`config.mk`:
```
export PLATFORM = sky130hd
export DESIGN_NAME = ppsch_slot_mem
export DESIGN_NICKNAME = d
export VERILOG_FILES = /design/src/sv/ppsch_pkg.sv /design/src/sv/ppsch_slot_mem.sv
export SDC_FILE = /design/constraint.sdc
export NUM_CORES = 1
export LEC_CHECK = 0
export BUFFER_PORTS_ARGS = -buffer_cell sky130_fd_sc_hd__buf_2
export CAP_MARGIN = 20
export CORE_MARGIN = 3
export CORE_UTILIZATION = 25
export CTS_CLUSTER_DIAMETER = 80
export DETAILED_ROUTE_END_ITERATION = 8
export PLACE_DENSITY = 0.43
export SLEW_MARGIN = 30
export SYNTH_ARGS = -nofsm -noshare
export SYNTH_HDL_FRONTEND = slang
export SYNTH_SLANG_ARGS = --single-unit
```
`constraint.sdc`:
```
create_clock -name clk -period 11.3 [get_ports clk]
set_input_delay 2.26 -clock clk [delete_from_list [all_inputs] [get_ports clk]]
set_output_delay 2.26 -clock clk [all_outputs]
set_load 0.005 [all_outputs]
```
`src/sv/ppsch_pkg.sv`:
```
`timescale 1ns / 1ps

package ppsch_pkg;

	localparam int SLOT_COUNT_DEF = 16;
	localparam int SLOT_FIELD_W   = 4;
	localparam int TIME_W         = 16;
	localparam int BURST_W        = 16;
	localparam int PRIO_W         = 8;
	localparam int COUNT_W        = 5;

	// item opcodes
	localparam logic OP_LOAD = 1'b0;
	localparam logic OP_TICK = 1'b1;

	typedef struct packed {
		logic                    op;
		logic [SLOT_FIELD_W-1:0] job_slot;
		logic [TIME_W-1:0]       arrival_time;
		logic [BURST_W-1:0]      burst_length;
		logic [PRIO_W-1:0]       job_priority;
		logic [TIME_W-1:0]       now_time;
	} job_word_t;

	typedef struct packed {
		logic                    finished_valid;
		logic [SLOT_FIELD_W-1:0] finished_slot;
		logic                    suspend_valid;
		logic [SLOT_FIELD_W-1:0] suspend_slot;
		logic                    dispatch_valid;
		logic [SLOT_FIELD_W-1:0] dispatch_slot;
		logic                    dispatch_resume;
		logic                    all_done;
	} result_word_t;

	// one job slot as held in the slot memory
	typedef struct packed {
		logic [TIME_W-1:0]  arrival;
		logic [BURST_W-1:0] burst;
		logic [PRIO_W-1:0]  prio;
	} slot_entry_t;

	// operands of the shared compare unit
	typedef struct packed {
		slot_entry_t       entry;
		logic [TIME_W-1:0] now;
		logic [PRIO_W-1:0] ref_a;
		logic [PRIO_W-1:0] ref_b;
	} cmp_req_t;

	// flags returned by the shared compare unit
	typedef struct packed {
		logic               arrived;
		logic               has_burst;
		logic               less_a;
		logic               less_b;
		logic [BURST_W-1:0] burst_next;
		logic               burst_next_zero;
	} cmp_rsp_t;

endpackage

```
`src/sv/ppsch_slot_mem.sv`:
```
`timescale 1ns / 1ps

module ppsch_slot_mem #(
	parameter int DEPTH  = ppsch_pkg::SLOT_COUNT_DEF,
	parameter int ADDR_W = 4
) (
	input  logic                   clk,
	input  logic                   we,
	input  logic [ADDR_W-1:0]      waddr,
	input  ppsch_pkg::slot_entry_t wdata,
	input  logic [ADDR_W-1:0]      raddr,
	output ppsch_pkg::slot_entry_t rdata
);

	ppsch_pkg::slot_entry_t mem_q [DEPTH];

	// single write port
	always_ff @(posedge clk) begin
		if (we) begin
			mem_q[waddr] <= wdata;
		end
	end

	// single registered read port
	always_ff @(posedge clk) begin
		rdata <= mem_q[raddr];
	end

endmodule

```
Yosys cells after proc, flatten, opt, wreduce, memory -nomap -nowiden
Memories as Yosys holds them, arrays and structs flattened. A register that Yosys moved wholly into a read port is not among the register bits.
Index checks and enable logic that the tools add are counted.
{"block": "op_classes", "n_mux": 2}
{"cell": "$mux W1", "n": 2}
{"block": "totals", "reg_bits": 0, "mem_bits_rw": 640, "inputBits": 50, "output_inout_bits": 40, "elab_cells": 3, "mem_count": 1}
{"memory": "mem_q", "depth": 16, "word_bits": 40, "read_ports": 1, "rd_ports_with_merged_regs": 1, "write_ports": 1, "line": "ppsch_slot_mem.sv:15", "source": "ppsch_pkg::slot_entry_t mem_q [DEPTH];"}

Longest topological paths before layout
Gate-level depths: netlist of run 1.
{"block": "depth", "depth_word": 2, "depth_mapped": 6, "depth_no_buf": 3}

Worst setup path before layout of run 1
No wires, ideal clock.
{"block": "synth_path", "kind": "input to register", "from": "input waddr[2]", "to": "memory mem_q[0][0] (netlist bit), enable pin", "setup_time_ns": 0.487, "arrival_time_ns": 5.515, "path_slack_ns": 5.298, "path_stages": 2, "path_buffers": 0, "path_cell_list": "or3b_2 -> nor3_1"}
{"item": "start, declared", "line": "ppsch_slot_mem.sv:9", "source": "input logic [ADDR_W-1:0] waddr,"}
{"item": "end, declared", "line": "ppsch_slot_mem.sv:15"}
Straight into the memory's write port.

==> summary.txt, run 1 <==
CTS
  – Total of hold buffers inserted after clock tree synthesis: 0
  – Worst skew pair latency: 0.60 ns
  – Clock-pin slew on the worst setup and hold paths: 0.06 ns
  – Setup Buffers After CTS: 0
  – Library cell used as clock root buffer: sky130_fd_sc_hd__clkbuf_16
  – Clock tree from TritonCTS: done
  – Maximum level of the CTS H-tree: 3
  – Clock sink total: 680
  – Count of instances resized after the clock tree is built: 0
  – CTS Buffer Depth: 3
  – Number of buffers created by CTS: 75

Synth
  – Share of cell area taken by muxes after synthesis: 15.2%
  – Cells after Synth: 1,040
  – Warning count from the yosys run: 0
  – Sequential element share of the synthesized area: 79.7%
  – Simple-Gate Fraction of Synth Area: 1.13%
  – Area of the mapped netlist: 0.0251 mm2
  – Cell type with the highest aggregate area in the netlist: sky130_fd_sc_hd__edfxtp_1
  – Unique masters post-synth: 19
  – Dominant combinational cell family by area after synthesis: multiplexers
  – Synth Net Count: 1,090
  – Post-synthesis sequential element count: 680
  – Proportion of netlist area held by the largest area contributor: 76.5%
  – Avg Cell Area, Syn: 24.2 um2
  – Fraction of the mapped netlist area in adder cells: 0%
  – Complex-gate fraction of the synthesized area: 2.39%
  – Xor/xnor cell area share of the yosys netlist: 0%
  – Cell types with the largest area share after synthesis: sky130_fd_sc_hd__edfxtp_1 76%, sky130_fd_sc_hd__mux4_2 9.0%, sky130_fd_sc_hd__mux4_1 6.3%

Pwr
  – Power share of the sequential group: 52.0%
  – Internal Dissipation: 4.34 mW
  – Pwr/cell area: 184 mW/mm2
  – Share of total power in the clock network: 43.6%
  – Switching part of the total: 20.5%
  – Gate power share: 4.4%
  – Switching power summed over all nets: 1.12 mW
  – Largest voltage drop on the vdd net: 0.0000792 V
  – Leakage: 9.48 nW

STA
  – Number of max-slew violations in the final report: 0
  – RSZ-0062 raised after global routing: no
  – Relative slew slack: 34.4%
  – Slew at the pin closest to its max-slew limit: 0.985 ns
  – Fmax: 246 MHz
  – Shortest period the worst path allows: 4.07 ns
  – Setup violators final: 0
  – Hold violation count in the final report: 0
  – Sum of negative setup slack: 0 ns
  – Fin crit share: 36.0%
  – Clock tree skew after final layout: 0.0127 ns

Floorplanning
  – Chip Height: 323 um
  – Die area: 0.104 mm2
  – Count of standard-cell rows: 115
  – # IOs: 90
  – Area of the core region: 0.0990 mm2
  – Overall die width: 323 um
  – Starting Density: 25.4%

Detailed routing
  – Total length of routed wires: 61,200 um
  – Via count: 11,324
  – Average wire per standard cell: 24.2 um
  – DRC marker count from the first detailed-route iteration: 878
  – Antenna viol nets, final: 0
  – Iteration count of the initial detailed-routing pass: 5
  – Remaining DRCs: 0
  – Number of vias per cell: 4.48

Setup path
  – CP bufs+invs: 2
  – Critical path arrival: 4.55 ns
  – Nature of the critical path endpoint: register
  – Worst-path fanout max: 64
  – Data required time at the worst endpoint: 11.78 ns
  – Slowest cell on the critical path: sky130_fd_sc_hd__buf_6
  – Type of the worst setup path: input port to register
  – Crit path largest cell delay: 0.66 ns
  – Critical Path, Cell by Cell: buf_8 > buf_6 > mux4_1 > a22oi_1 > nand2_1
  – Worst Setup Start Kind: input port
  – Family with the most delay on the worst path: buffers and inverters

Placed design
  – Cells after DPL: 2,390
  – Final GP Congestion: 0.653
  – Final HPWL from detailed placement: 28,300 um
  – Count of input and output buffers: 89

Layout
  – Final core area utilization: 29.9%
  – Final cell count without fillers: 2,529
  – Share of cells above drive strength 1: 27.4%
  – Area delta synth->final: 17.9%
  – Number of fill cells: 9,621
  – Fin nets: 1,230

Worst hold path
  – Class of the tightest hold or removal check: register to register

Global route
  – GR Overflow Total: 0
  – Number of antenna violations at the first check in global routing: 13
  – Number of global-route vias before repair: 12,281
  – GR Util All Layers: 11.9%
  – First-pass GRT wire length: 88,400 um
  – Maximum number of pins on one net before global-route repair: 92

Job
  – Number of maximum-capacitance constraint violations: 0

Run status
  – Outcome: finished, final reports clean
-- synthesized netlist by cell type (all sizes together) --
cell type  instances
a22oi             80
and2               1
buf               26
clkbuf            27
dfxtp             40
edfxtp           640
mux4             160
nand2             41
nand2b             2
nand3              1
nand3b             2
nor2              13
nor2b              2
nor3               4
or3b               1
-- sequential cells by signal (all words and copies together) (netlist names) --
register / count
rdata: 40
mem_q: 640
-- worst reg2reg max path: cells and delay by family (launching register included) --
kind             cells  cell delay, ns
multiplexers         1            0.47
AO/OA/AOI/OAI        1            0.25
flip-flops           1            0.37
AND/OR/NAND/NOR      1            0.12
-- placed cells by master, fill, tap and decap left out, types with 4 or more instances in the layout --
master,Yosys,final
sky130_fd_sc_hd__clkbuf_1,27,24
sky130_fd_sc_hd__clkbuf_8,0,8
sky130_fd_sc_hd__clkbuf_16,0,77
sky130_fd_sc_hd__nor3_2,0,4
sky130_fd_sc_hd__mux4_1,60,60
sky130_fd_sc_hd__nor2_4,0,13
sky130_fd_sc_hd__mux4_2,100,100
sky130_fd_sc_hd__buf_2,12,87
sky130_fd_sc_hd__buf_4,0,21
sky130_fd_sc_hd__dfxtp_1,40,40
sky130_fd_sc_hd__nand2_1,41,41
sky130_fd_sc_hd__a22oi_1,80,80
sky130_fd_sc_hd__clkinv_1,0,9
sky130_fd_sc_hd__edfxtp_1,640,640
sky130_fd_sc_hd__clkinv_2,0,8
sky130_fd_sc_hd__bufinv_16,0,5
-- worst paths after layout --
check / slack [ns] / start / endpoint / cells after the start
max: 7.23 / raddr[0] / rdata[23]$_DFF_P_ / 5
min: 0.66 / mem_q[15][4]$_DFFE_PP_ / rdata[4]$_DFF_P_ / 3
max reg2reg: 9.96 / mem_q[10][32]$_DFFE_PP_ / rdata[32]$_DFF_P_ / 3
min reg2reg: 0.66 / mem_q[15][4]$_DFFE_PP_ / rdata[4]$_DFF_P_ / 3
-- power groups by stage --
stage	Clock (mW)	Combinational, mW	Sequential [mW]
floorplan	0	0.136	2.89
global placement	0	0.245	2.89
detailed placement	0	0.252	2.89
CTS	2.46	0.252	2.84
global route	2.56	0.267	2.84
finish	2.38	0.242	2.84
-- cell type report --
class,count,area [um2],share of cell area [%]
Clock buffer,109,2130,7.18
Tap cell,1287,1610,5.43
Antenna cell,3,7.51,0.0253
Timing Repair Buffer,116,748,2.52
Sequential cell,680,20000,67.5
Clock inverter,27,283,0.954
Multi-Input combinational cell,307,4850,16.3
-- through the flow --
step / instance area (um2) / hold WS (ns) / setup WS [ns] / power [mW]
2_1_floorplan: 25100 / 0.622 / 5.30 / 3.02
3_3_place_gp: 27100 / 0.647 / 6.24 / 3.14
3_5_place_dp: 27200 / 0.646 / 6.54 / 3.15
4_1_cts: 29600 / 0.654 / 7.19 / 5.55
5_1_grt: 29600 / 0.690 / 7.05 / 5.67
6_report: 29600 / 0.656 / 7.23 / 5.46
-- cells by family (layout without fill, tap and decap cells) --
group,after synthesis,count (layout)
other cells,0,3
flops,680,680
mux,160,160
compound gates,80,80
simple gates,67,67
buf+inv,53,252
-- layer usage --
metal / vias up / part of all wire (%) / track usage [%]
met5: - / 0.054 / 0
met3: 110 / 5.0 / 2.80
met4: 6 / 2.1 / 2.87
met2: 265 / 47 / 18.9
met1: 6145 / 45 / 16.4
li1: 4798 / - / -
Power figures use the tool's default switching activity.
==> run 2, diff against run 1 <==
--- a/config.mk
+++ b/config.mk
@@ -11,7 +11,7 @@
 export CORE_UTILIZATION = 25
 export CTS_CLUSTER_DIAMETER = 80
 export DETAILED_ROUTE_END_ITERATION = 8
-export PLACE_DENSITY = 0.43
+export PLACE_DENSITY = 0.44
 export SLEW_MARGIN = 30
 export SYNTH_ARGS = -nofsm -noshare
 export SYNTH_HDL_FRONTEND = slang
==> constraint.sdc (replaced) <==
create_clock -name clk -period 3.3 [get_ports clk]
set_input_delay 0.66 -clock clk [delete_from_list [all_inputs] [get_ports clk]]
set_output_delay 0.66 -clock clk [all_outputs]
set_load 0.005 [all_outputs]
==> summary.txt, run 2 (synthesis gave the netlist of run 1 again) <==
Detailed routing
  – DRC marker count from the first detailed-route iteration: 699
  – Remaining DRCs: 0
  – Iteration count of the initial detailed-routing pass: 4
  – Average wire per standard cell: 23.9 um
  – Antenna viol nets, final: 0
  – Total length of routed wires: 60,700 um
  – Via count: 11,262
  – Number of vias per cell: 4.44

Global route
  – Number of global-route vias before repair: 12,372
  – GR Util All Layers: 11.7%
  – Number of antenna violations at the first check in global routing: 9
  – Maximum number of pins on one net before global-route repair: 63
  – GR Overflow Total: 0
  – First-pass GRT wire length: 87,700 um

Run status
  – Outcome: finished, final reports clean

STA
  – Fmax: 536 MHz
  – Slew at the pin closest to its max-slew limit: 0.719 ns
  – Hold violation count in the final report: 0
  – Setup violators final: 0
  – RSZ-0062 raised after global routing: no
  – Number of max-slew violations in the final report: 0
  – Clock tree skew after final layout: 0.0235 ns
  – Worst Setup Slack, final: 1.43 ns
  – Hold_ws: 0.428 ns
  – Sum of negative setup slack: 0 ns
  – Shortest period the worst path allows: 1.87 ns
  – Fin crit share: 56.5%
  – Relative slew slack: 51.9%

Pwr
  – Pwr/cell area: 618 mW/mm2
  – Switching power summed over all nets: 3.88 mW
  – Largest voltage drop on the vdd net: 0.000348 V
  – Switching part of the total: 21.1%
  – Share of total power in the clock network: 42.6%
  – Gate power share: 4.7%
  – Power share of the sequential group: 52.7%
  – Internal Dissipation: 14.6 mW
  – Leakage: 9.53 nW

Setup path
  – Data required time at the worst endpoint: 2.64 ns
  – Crit path largest cell delay: 0.44 ns
  – Reg-to-reg endpoint: rdata[15]$_DFF_P_
  – Register-to-register setup slack: 1.88 ns
  – RR Startpoint: mem_q[5][15]$_DFFE_PP_
  – CP bufs+invs: 1
  – Worst Setup Start Kind: register
  – Worst setup endpoint: rdata[34]
  – Source of the critical timing path: rdata[34]$_DFF_P_
  – Logic depth of the worst setup path including buffers: 1
  – Slowest cell on the critical path: sky130_fd_sc_hd__dfxtp_1
  – Family with the most delay on the worst path: flip-flops
  – Critical Path, Cell by Cell: buf_2
  – Nature of the critical path endpoint: output port
  – Cell depth of the worst flop-to-flop path: 3
  – Type of the worst setup path: register to output port
  – Worst-path fanout max: 1
  – Critical path arrival: 1.21 ns

Job
  – Number of maximum-capacitance constraint violations: 0

Layout
  – Flip-flop count of the largest register after layout: 640
  – Area delta synth->final: 18.8%
  – Most frequent standard cell in the layout excluding fill and tap cells: sky130_fd_sc_hd__edfxtp_1
  – Final standard cell area without fillers: 0.0298 mm2
  – Final cell count without fillers: 2,538
  – Fin nets: 1,238
  – Largest Register: mem_q
  – Most frequent cells in the layout: 640 x sky130_fd_sc_hd__edfxtp_1, 100 x sky130_fd_sc_hd__mux4_2, 87 x sky130_fd_sc_hd__buf_2
  – Biggest regs: mem_q x640, rdata x40
  – Share of cells above drive strength 1: 27.6%

CTS
  – Setup Buffers After CTS: 0
  – Maximum level of the CTS H-tree: 3
  – Count of instances resized after the clock tree is built: 0
  – Number of buffers created by CTS: 76
  – Total of hold buffers inserted after clock tree synthesis: 0
  – Library cell used as clock root buffer: sky130_fd_sc_hd__clkbuf_16
  – Clock-pin slew on the worst setup and hold paths: 0.06 ns
  – Clock sink total: 680
  – Worst skew pair latency: 0.61 ns
  – CTS Buffer Depth: 3
  – Clock tree from TritonCTS: done

Floorplanning
  – Count of standard-cell rows: 115
  – Chip Height: 323 um
  – Overall die width: 323 um
  – Area of the core region: 0.0990 mm2
  – # IOs: 90
  – Die area: 0.104 mm2
  – Starting Density: 25.4%

Placed design
  – Final GP Congestion: 0.661
  – Final HPWL from detailed placement: 30,000 um
  – Count of input and output buffers: 89
  – Instance area at placement: 0.0275 mm2
  – Cells after DPL: 2,397
  – Setup Slack @ Placement: 0.944 ns

Worst hold path
  – Class of the tightest hold or removal check: input port to register
## run 2: worst min path at each step
stage | cells past startpoint | to | startpoint
after floorplan | 3 | rdata[0]$_DFF_P_ | mem_q[15][0]$_DFFE_PP_
after global placement | 3 | rdata[34]$_DFF_P_ | mem_q[7][34]$_DFFE_PP_
after detailed placement | 3 | rdata[34]$_DFF_P_ | mem_q[7][34]$_DFFE_PP_
after CTS | 1 | mem_q[3][27]$_DFFE_PP_ | wdata[27]
after global routing | 1 | mem_q[3][27]$_DFFE_PP_ | wdata[27]
final | 1 | mem_q[3][27]$_DFFE_PP_ | wdata[27]
## run 2: layout make-up
cell class                      instances  area, um2
Tap cell                             1287       1610
Clock inverter                         44        308
Antenna cell                            3       7.51
Timing Repair Buffer                  123       1030
Clock buffer                           94       2000
Multi-Input combinational cell        307       4870
Sequential cell                       680      20000
Fill cell                            9550      69100
## run 2: power groups by stage
| stage | clock [mW] | sequential, mW | combinational [mW] |
|---|---|---|---|
| after floorplan | 0 | 9.89 | 0.467 |
| after global placement | 0 | 9.91 | 0.875 |
| after detailed placement | 0 | 9.91 | 0.888 |
| after CTS | 8.13 | 9.73 | 0.889 |
| after global routing | 8.47 | 9.74 | 0.943 |
| final | 7.86 | 9.72 | 0.858 |
## run 2: stage by stage
step | util [%] | total power, mW
6_report | 30.1 | 18.4
5_1_grt | 30.1 | 19.1
4_1_cts | 30.1 | 18.7
3_5_place_dp | 27.8 | 10.8
3_3_place_gp | 27.8 | 10.8
2_1_floorplan | - | 10.4
## run 2: metal layers
metal | up-vias | global-route usage, % | share of wire, %
li1 | 4818 | - | -
met1 | 6131 | 16.2 | 47
met2 | 230 | 18.6 | 47
met3 | 77 | 2.48 | 4.7
met4 | 6 | 3.12 | 1.5
met5 | - | 0 | 0.077
