### config.mk
export PLATFORM = sky130hd
export DESIGN_NAME = ppsch_cmp_unit
export DESIGN_NICKNAME = d
export VERILOG_FILES = /design/src/sv/ppsch_pkg.sv /design/src/sv/ppsch_cmp_unit.sv
export SDC_FILE = /design/constraint.sdc
export NUM_CORES = 1
export LEC_CHECK = 0
export BUFFER_PORTS_ARGS = -buffer_cell sky130_fd_sc_hd__buf_4
export CAP_MARGIN = 40
export CORE_MARGIN = 1.5
export CORE_UTILIZATION = 43
export DETAILED_ROUTE_END_ITERATION = 8
export GPL_TIMING_DRIVEN = 0
export PLACE_DENSITY = 0.95
export RECOVER_POWER = 100
export SYNTH_ARGS = -nofsm -noshare
export SYNTH_HDL_FRONTEND = slang
export SYNTH_SLANG_ARGS = --single-unit
### constraint.sdc
create_clock -name vclk -period 3.4
set_input_delay 0.68 -clock vclk [all_inputs]
set_output_delay 0.68 -clock vclk [all_outputs]
set_load 0.05 [all_outputs]
### src/sv/ppsch_pkg.sv
`timescale 1ns / 1ps

package ppsch_pkg;

	localparam int SLOT_COUNT_DEF = 16;
	localparam int SLOT_FIELD_W   = 4;
	localparam int TIME_W         = 16;
	localparam int BURST_W        = 16;
	localparam int PRIO_W         = 8;
	localparam int COUNT_W        = 5;

	// item opcodes
	localparam logic OP_LOAD = 1'b0;
	localparam logic OP_TICK = 1'b1;

	typedef struct packed {
		logic                    op;
		logic [SLOT_FIELD_W-1:0] job_slot;
		logic [TIME_W-1:0]       arrival_time;
		logic [BURST_W-1:0]      burst_length;
		logic [PRIO_W-1:0]       job_priority;
		logic [TIME_W-1:0]       now_time;
	} job_word_t;

	typedef struct packed {
		logic                    finished_valid;
		logic [SLOT_FIELD_W-1:0] finished_slot;
		logic                    suspend_valid;
		logic [SLOT_FIELD_W-1:0] suspend_slot;
		logic                    dispatch_valid;
		logic [SLOT_FIELD_W-1:0] dispatch_slot;
		logic                    dispatch_resume;
		logic                    all_done;
	} result_word_t;

	// one job slot as held in the slot memory
	typedef struct packed {
		logic [TIME_W-1:0]  arrival;
		logic [BURST_W-1:0] burst;
		logic [PRIO_W-1:0]  prio;
	} slot_entry_t;

	// operands of the shared compare unit
	typedef struct packed {
		slot_entry_t       entry;
		logic [TIME_W-1:0] now;
		logic [PRIO_W-1:0] ref_a;
		logic [PRIO_W-1:0] ref_b;
	} cmp_req_t;

	// flags returned by the shared compare unit
	typedef struct packed {
		logic               arrived;
		logic               has_burst;
		logic               less_a;
		logic               less_b;
		logic [BURST_W-1:0] burst_next;
		logic               burst_next_zero;
	} cmp_rsp_t;

endpackage

### src/sv/ppsch_cmp_unit.sv
`timescale 1ns / 1ps

module ppsch_cmp_unit (
	input  ppsch_pkg::cmp_req_t req,
	output ppsch_pkg::cmp_rsp_t rsp
);

	// arrival check, burst decrement and the two priority compares
	always_comb begin
		rsp.arrived         = req.entry.arrival <= req.now;
		rsp.has_burst       = req.entry.burst != '0;
		rsp.less_a          = req.entry.prio < req.ref_a;
		rsp.less_b          = req.entry.prio < req.ref_b;
		rsp.burst_next      = rsp.has_burst ? req.entry.burst - 1'b1 : '0;
		rsp.burst_next_zero = rsp.burst_next == '0;
	end

endmodule

# --- Word-level counts from Yosys, hierarchy flattened ---
# Cells that the tools add are included.
word_totals:
  register_bits: 0
  input_bits: 72
classes:
  n_addsub: 1
  magnitude_cmp: 3
  n_mux: 1
  reduce_logical: 2
ops:
  columns: ["cell", "count"]
  rows:
  - ["less-or-equal comparator 16 bit", 1]
  - ["logical NOT 16 bit", 1]
  - ["less-than comparator 8 bit", 2]
  - ["two-way mux 16 bit", 1]
  - ["nonzero test 16 bit", 1]
  - ["subtractor 16 x 1 -> 16 bit (second input constant)", 1]

# --- Logic depth before layout (Yosys ltp) ---
# Gate-level depths: netlist (run 1).
depth:
  depth_word: 3
  mapped_depth: 9
  depth_no_buf: 8

# --- Worst setup path before layout (run 1) ---
# OpenSTA, ideal clock, no wires.
synth_timing:
  path_kind: "input-to-output"
  from: "input port req[40] (netlist bit)"
  to: "output port rsp[0] (netlist bit)"
  t_arrival_ns: 3.040
  required_ns: 2.720
  path_slack_ns: -0.320
  stages: 9
  n_path_buf: 1
  cell_sequence: "inv_1 > ha_1 > or3b_1 > buf_2 > nor2_1 > nand3_1 > nor3_1 > mux2_1 > and4bb_1"
synth_lines:
  columns: ["item", "line", "text"]
  rows:
  - ["from (decl)", "ppsch_cmp_unit.sv:4", "input ppsch_pkg::cmp_req_t req,"]
  - ["to (decl)", "ppsch_cmp_unit.sv:5", "output ppsch_pkg::cmp_rsp_t rsp"]

==> reports/results.txt, run 1 <==
CP Cell Sequence - buf_8 -> or4_4 -> buf_6 -> nor4_4 -> nand2b_1 -> nor4_2 -> mux2_2 -> and4bb_4 -> buf_8
Max Cap Violations - 0
Final period util - 103%
synth cell count leaders - 33 x inv_1, 31 x ha_1, 24 x nor2_1
Hold Path End - rsp[1]
Worst Hold Depth - 3
critical path class - input port to output pin
Routed WL per cell - 12.7 µm
Die Area - 3300 µm²
CP most frequent cell - buf_8
Crit. End Element - output pin
Mapped Area - 1270 µm²
Tightest Hold Check Type - input port to output pin
crit-path max FO - 9
I/O pins - 93
Area Growth Syn to Fin - 63.1%
most frequent cell after synthesis - inv_1
slowest stage delay, CP - 0.52 ns
hold_buf cts - 0
placed insts - 310
Starting Density - 45.8%
Synth area leader - ha_1
Final ANT Viol Nets - 0
initial antenna violation count - 0
post-synth top area share - 30.4%
Post-Route WL - 3980 µm
unrepaired setup endpoints after global routing - yes
die extent in x - 57.5 µm
Post-Layout Cell Count - 313
Std-Cell Rows - 19
Leak - 1.12 nW
Slew @ Worst Pin - 0.608 ns
# fillers - 229
Die Y - 57.5 µm
post-placement cell area - 2030 µm²
Area contributors post-synth - ha_1 30%, inv_1 9.7%, nor2_1 7.1%
Max stage delay cell, worst path - or4_4
Netlist cell types - 38
Overall Global Routing Usage - 23.9%
HP Start - req[40]
Nets - 387
crit path DAT - 2.84 ns
Worst Slack Setup Final - -0.118 ns
layout clock buffer count - 0
post-DP HPWL - 3380 µm
IR drop worst, VDD - 132 µV
core box area - 2780 µm²
Syn Nets - 289
Antenna diodes - 0
Placer Congestion - 0.903
vias in the first global route - 1643
syn avg cell area - 6.85 µm²
Cells after Synth - 186
largest net degree at the start of global routing - 11
CP required - 2.72 ns
Slew headroom - 59.7%
pwr/cell area - 132 nW/µm²
Iter 0 DRT Violations - 53
Synth Warn # - 0
status - finished with violations
fin. max-slew vios - 0
Avg Vias per Cell - 5.30
vias - 1659
first-pass detailed-route iteration total - 7
Max Clock Freq - 284 MHz
first-pass GRT wire length - 6530 µm
Fin. Hold Viols - 0
GR Overflow Total - 0
sequential cell area - 0 µm²
Design Area, Final - 2080 µm²
Port-buffer cells - 93
Seq/Total Area, Yosys - 0%
Min Clock Period, post-route - 3.52 ns
share of cells above drive strength 1 - 40.4%
Worst setup SP type - input port
violated checks - negative setup slack
DRC - 0
Setup Viol. Count Final - 1
Seq cells - 0
==> per-layer routing <==
metal	vias up	wire, µm	share of wire, %	GRT usage, %
met4	0	76	1.9	5.98
met5	-	0	0	0
met1	744	1470	37	25.2
met3	10	225	5.7	2.95
met2	64	2210	55	48.7
li1	841	-	-	-
==> kinds of logic after synthesis <==
logic type | synth area share, %
AND/OR/NAND/NOR | 33.4
XOR/XNOR | 4.12
AO/OA/AOI/OAI | 17.9
multiplexers | 2.65
buffers and inverters | 11.6
adder cells (fa/ha/maj) | 30.4
==> repair_timing <==
item                       CTS  global route
buffers inserted             3             1
cloned                       0             0
setup endpoints to repair    1             1
gates resized for setup     15             2
pin swaps                    6             3
==> critical path, delay by kind of cell <==
kind,cells,cell delay [ns]
and+or+nand+nor,5,1.36
buffers and inverters,3,0.40
muxes,1,0.38
==> worst max path at each step <==
stage                     depth (start not counted)  slack, ns      to    start
after global routing                              9      -0.17  rsp[0]  req[41]
after CTS                                        11      -0.10  rsp[0]  req[41]
after floorplan                                   9      -0.17  rsp[0]  req[40]
final                                             9      -0.12  rsp[0]  req[41]
after global placement                           11      -0.24  rsp[0]  req[40]
after detailed placement                         11      -0.27  rsp[0]  req[40]
==> cell type report <==
| type | instances | area, µm² | area share [%] |
|---|---|---|---|
| Buffer | 3 | 18.8 | 0.903 |
| Inverter | 33 | 129 | 6.20 |
| Multi-Input combinational cell | 149 | 1170 | 56.3 |
| Tap cell | 31 | 38.8 | 1.87 |
| Timing Repair Buffer | 97 | 723 | 34.8 |
==> placed cells by master (no fill, tap or decap), types with 2 or more instances in the layout <==
| master | n |
|---|---|
| nand2b_1 | 3 |
| xnor2_1 | 4 |
| nand3_1 | 4 |
| o21ai_0 | 9 |
| nor2_1 | 22 |
| buf_4 | 86 |
| a21oi_1 | 11 |
| or2_2 | 2 |
| mux2_2 | 2 |
| nand2_1 | 6 |
| nand4_1 | 4 |
| clkbuf_1 | 8 |
| nor2_2 | 2 |
| nor3_1 | 7 |
| xor2_1 | 2 |
| inv_1 | 31 |
| buf_8 | 3 |
| o21a_1 | 2 |
| ha_1 | 30 |
| a21o_1 | 6 |
| or2_4 | 2 |
| nor4_1 | 3 |
| clkbuf_2 | 2 |
| or4_4 | 2 |
| inv_4 | 2 |
| nor2b_1 | 5 |
| or4_1 | 2 |
| o41ai_2 | 2 |
| o21ai_1 | 2 |
==> metrics by stage <==
stage | TNS (ns) | hold slack [ns] | util [%] | total power, mW | setup WS (ns)
finish | -0.118 | 1.67 | 74.8 | 0.275 | -0.118
detailed placement | -0.271 | 1.68 | 73.1 | 0.274 | -0.271
global route | -0.165 | 1.68 | 74.8 | 0.303 | -0.165
global placement | -0.236 | 1.67 | 73.1 | 0.265 | -0.236
floorplan | -0.175 | 1.54 | - | 0.153 | -0.175
CTS | -0.104 | 1.66 | 75.7 | 0.281 | -0.104
==> power breakdown <==
group | switching (mW) | leakage [nW] | internal, mW
Sequential | 0 | 0 | 0
Combinational | 0.149 | 1.12 | 0.125
Clock | 0 | 0 | 0
Total | 0.149 | 1.12 | 0.125
(Power assumes the default switching activity.)
==> run 2, diff against run 1 <==
--- a/config.mk
+++ b/config.mk
@@ -5,10 +5,10 @@
 export SDC_FILE = /design/constraint.sdc
 export NUM_CORES = 1
 export LEC_CHECK = 0
-export BUFFER_PORTS_ARGS = -buffer_cell sky130_fd_sc_hd__buf_4
+export BUFFER_PORTS_ARGS = -buffer_cell sky130_fd_sc_hd__buf_2
 export CAP_MARGIN = 40
 export CORE_MARGIN = 1.5
-export CORE_UTILIZATION = 43
+export CORE_UTILIZATION = 45
 export DETAILED_ROUTE_END_ITERATION = 8
 export GPL_TIMING_DRIVEN = 0
 export PLACE_DENSITY = 0.95
==> constraint.sdc (replaced) <==
create_clock -name vclk -period 4.15
set_input_delay 0.83 -clock vclk [all_inputs]
set_output_delay 0.83 -clock vclk [all_outputs]
set_load 0.05 [all_outputs]
==> run 2 against run 1 <==
  * Routed wire length fell by 19%
  * Largest power group unchanged
  * Non-clock buffer count down 3
  * Worst hold slack gained 0.43 ns
  * Largest cell class unchanged
  * The run now ends clean
==> reports/results.txt, run 2 (synthesis gave the netlist of run 1 again) <==
status - complete, no violations
Port-buffer cells - 93 (unchanged)
Antenna diodes - 0 (unchanged)
Fin. Hold Viols - 0 (unchanged)
most frequent cells in the layout - 74 x buf_2, 33 x inv_1, 31 x ha_1, 23 x nor2_1, 21 x clkbuf_1
share of cells above drive strength 1 - 31.9% (-8.5 points)
Slew @ Worst Pin - 0.626 ns (+0.0187 ns)
Area Growth Syn to Fin - 37.9%
Iter 0 DRT Violations - 74 (+40%)
Final period util - 95.3%
Max Clock Freq - 253 MHz
initial antenna violation count - 0 (unchanged)
post-placement cell area - 1780 µm² (-12%)
Seq cells - 0 (unchanged)
GR Overflow Total - 0 (unchanged)
CP most frequent cell - buf_2
Final ANT Viol Nets - 0 (unchanged)
Overall Global Routing Usage - 19.7% (-4.2 points)
Nets - 384 (-0.78%)
Max Cap Violations - 0 (unchanged)
core box area - 2710 µm² (-2.6%)
layout clock buffer count - 0 (unchanged)
DRC - 0 (unchanged)
Starting Density - 47.0% (+1.2 points)
Post-CTS Setup Repair Bufs - 0 (-3)
critical path class - input port to output pin
Placer Congestion - 0.893 (-1.1%)
fin. max-slew vios - 0 (unchanged)
Leak - 0.985 nW (-12%)
I/O pins - 93 (unchanged)
post-DP HPWL - 2960 µm (-12%)
sequential cell area - 0 µm² (unchanged)
Design Area, Final - 1760 µm² (-15%)
CP Cell Sequence - buf_2 -> inv_1 -> ha_1 -> or3b_1 -> buf_2 -> or4bb_1 -> a21oi_1 -> o21ai_1 -> o31ai_2 -> and4bb_1 -> clkbuf_2
crit-path max FO - 7 (-2)
Die Y - 56.2 µm (-2.1%)
IR drop worst, VDD - 92.1 µV (-30%)
area of the multi-input gates - 1130 µm² (-3.4%)
Setup Viol. Count Final - 0 (-1)
pwr/cell area - 108 nW/µm² (-19%)
Tot Pwr - 0.189 mW (-31%)
Die Area - 3160 µm² (-4.2%)
CP required - 3.32 ns (+0.60 ns)
crit path DAT - 3.12 ns (+0.28 ns)
first-pass detailed-route iteration total - 4 (-3)
Max stage delay cell, worst path - or4bb_1
hold_buf cts - 0 (unchanged)
vias in the first global route - 1453 (-12%)
# fillers - 272 (+19%)
largest net degree at the start of global routing - 11 (unchanged)
Slew headroom - 58.4% (-1.2 points)
Worst Hold Depth - 3 (unchanged)
Std-Cell Rows - 19 (unchanged)
unrepaired setup endpoints after global routing - no
CTS-repair resized insts - 0 (-15)
Post-Route WL - 3210 µm (-19%)
Min Clock Period, post-route - 3.95 ns
vias - 1607 (-3.1%)
first-pass GRT wire length - 5350 µm (-18%)
most common cell after layout, fill and taps aside - buf_2
slowest stage delay, CP - 0.49 ns (-0.03 ns)
Tightest Hold Check Type - input port to output pin
Avg Vias per Cell - 5.18 (-2.2%)
Crit. End Element - output pin
Routed WL per cell - 10.4 µm (-19%)
Worst setup SP type - input port
die extent in x - 56.2 µm (-2.1%)
Total Neg Setup Slack - 0 ns (+0.118 ns)
## run 2: cell type report
cell class	count	area share, %
Multi-Input combinational cell	149	64.3
Timing Repair Buffer	93	25.1
Inverter	33	7.05
Tap cell	31	2.21
Buffer	4	1.35
## run 2: worst paths after layout
| kind | to | start | slack (ns) |
|---|---|---|---|
| worst min-delay path | rsp[1] | req[40] | 2.10 |
| worst max-delay path | rsp[0] | req[40] | 0.20 |
## run 2: worst max-delay path, delay by kind of cell
family	cells	cell delay (ns)
buf+inv	4	0.63
simple gates	3	1.06
compound gates	3	0.43
fa+ha+maj	1	0.18
## run 2: per-stage QoR
step / instances / hold WS (ns) / util, % / setup slack, ns
global route: 310 / 2.11 / 64.9 / 0.0426
global placement: 310 / 2.01 / 65.7 / 0.190
finish: 310 / 2.10 / 64.9 / 0.195
detailed placement: 310 / 2.01 / 65.7 / 0.187
CTS: 310 / 2.01 / 65.7 / 0.180
floorplan: 186 / 1.84 / - / 0.130
## run 2: per-layer routing
metal | vias up | GRT usage, % | part of all wire [%]
met5 | - | 0 | 0
met4 | 0 | 2.38 | 1.6
met3 | 8 | 1.40 | 6.0
met2 | 70 | 38.7 | 53
met1 | 690 | 23.7 | 39
li1 | 839 | - | -
## run 2: report_power, final
part | internal (mW) | switching, mW
combinational | 0.0717 | 0.117
clock | 0 | 0
sequential | 0 | 0
==> run 3, diff against run 2 <==
--- a/config.mk
+++ b/config.mk
@@ -13,6 +13,7 @@
 export GPL_TIMING_DRIVEN = 0
 export PLACE_DENSITY = 0.95
 export RECOVER_POWER = 100
+export SETUP_SLACK_MARGIN = 0.5
 export SYNTH_ARGS = -nofsm -noshare
 export SYNTH_HDL_FRONTEND = slang
 export SYNTH_SLANG_ARGS = --single-unit
==> run 3 against run 2 <==
  * Combinational power increased by 6%
  * Die area unchanged
  * Critical path depth unchanged
  * Worst hold slack got worse by 0.11 ns
  * Final cell count increased by 1.3%
  * Via count increased by 0.31%
  * Worst setup slack improved by 0.089 ns
  * Critical path type unchanged
  * Largest power group unchanged
==> reports/results.txt, run 3 (synthesis gave the netlist of run 1 again) <==
status - complete, no violations
DRC - 0 (unchanged)
Max Cap Violations - 0 (unchanged)
post-DP HPWL - 3100 µm (+4.5%)
placed insts - 310 (unchanged)
Std-Cell Rows - 19 (unchanged)
core box area - 2710 µm² (unchanged)
initial antenna violation count - 0 (unchanged)
CP required - 3.32 ns (about the same)
unrepaired setup endpoints after global routing - yes
Tot Pwr - 0.200 mW (+6.0%)
Die Y - 56.2 µm (unchanged)
Area Growth Syn to Fin - 46.7%
Tightest Hold Check Type - input port to output pin
vias in the first global route - 1551 (+6.7%)
crit-path max FO - 4 (-3)
Die Area - 3160 µm² (unchanged)
Antenna diodes - 0 (unchanged)
Overall Global Routing Usage - 21.2% (+1.4 points)
Placer Congestion - 0.886 (-0.79%)
Iter 0 DRT Violations - 39 (-47%)
first-pass GRT wire length - 5790 µm (+8.3%)
Setup Viol. Count Final - 0 (unchanged)
vias - 1612 (+0.31%)
Leak - 1.03 nW (+4.1%)
Max Clock Freq - 259 MHz (+2.3%)
most frequent cells in the layout - 72 x buf_2, 31 x inv_1, 30 x ha_1, 23 x nor2_1, 20 x clkbuf_1
hold_buf cts - 0 (unchanged)
Total Neg Setup Slack - 0 ns (unchanged)
pwr/cell area - 107 nW/µm² (-0.39%)
Min Clock Period, post-route - 3.87 ns (-0.0889 ns)
Post-Route WL - 3490 µm (+8.7%)
sequential cell area - 0 µm² (unchanged)
share of cells above drive strength 1 - 36.4% (+4.5 points)
GR Overflow Total - 0 (unchanged)
Slew @ Worst Pin - 0.611 ns (-0.0156 ns)
Slew headroom - 59.4% (+1.0 points)
IR drop worst, VDD - 106 µV (+15%)
Final ANT Viol Nets - 0 (unchanged)
Avg Vias per Cell - 5.13 (-0.97%)
Crit. End Element - output pin
Worst setup SP type - input port
Routed WL per cell - 11.1 µm (+7.4%)
most common cell after layout, fill and taps aside - buf_2
layout clock buffer count - 0 (unchanged)
I/O pins - 93 (unchanged)
crit path DAT - 3.04 ns (-0.08 ns)
first-pass detailed-route iteration total - 4 (unchanged)
Fin. Hold Viols - 0 (unchanged)
largest net degree at the start of global routing - 11 (unchanged)
Final period util - 93.2% (-2.1 points)
Starting Density - 47.0% (unchanged)
Seq cells - 0 (unchanged)
Post-Layout Cell Count - 314 (+1.3%)
Nets - 388 (+1.0%)
critical path class - input port to output pin
fin. max-slew vios - 0 (unchanged)
Port-buffer cells - 93 (unchanged)
die extent in x - 56.2 µm (unchanged)
==> run 3: worst max-delay path, cell delays in order <==
cell and delay, ns:
buf_8 0.10, inv_4 0.05, ha_4 0.13, or3b_4 0.37, buf_6 0.13, nor2_1 0.24
nand3_1 0.17, nor3_1 0.20, mux2_1 0.36, and4bb_4 0.32, buf_8 0.14
==> run 3: power by group <==
group	total [mW]	internal (mW)	switching (mW)	leakage, nW
clock network	0	0	0	0
logic	0.200	0.0790	0.121	1.03
registers	0	0	0	0
total	0.200	0.0790	0.121	1.03
==> run 3: area by class of cell <==
class | instances | area [µm²]
Multi-Input combinational cell | 149 | 1170
Fill cell | 249 | 840
Timing Repair Buffer | 97 | 499
Inverter | 33 | 129
Tap cell | 31 | 38.8
Buffer | 4 | 30.0
==> run 3: metrics by stage <==
step	instance area, µm²	util [%]	hold WS, ns	setup WS, ns
after floorplan	1300	-	1.84	0.275
after global placement	1800	66.4	2.01	0.136
after detailed placement	1800	66.4	2.01	0.130
after CTS	1880	69.2	1.99	0.348
after global routing	1870	69.0	2.00	0.175
final	1870	69.0	1.99	0.284
==> run 3: final timing paths <==
kind                    start      to  depth (start not counted)
worst max-delay path  req[41]  rsp[0]                         11
worst min-delay path  req[40]  rsp[1]                          3
==> run 3: what timing repair did <==
| item | 4_1_cts | 5_1_grt |
|---|---|---|
| buffers inserted | 3 | 1 |
| pin swaps | 6 | 5 |
| endpoints found under the setup margin | 10 | 7 |
| gates resized for setup | 16 | 7 |
==> run 3: routing by layer <==
layer	global-route usage, %	routed length, µm
met2	42.9	1920
met4	3.06	10
met1	24.1	1400
met3	1.40	164
met5	0	0
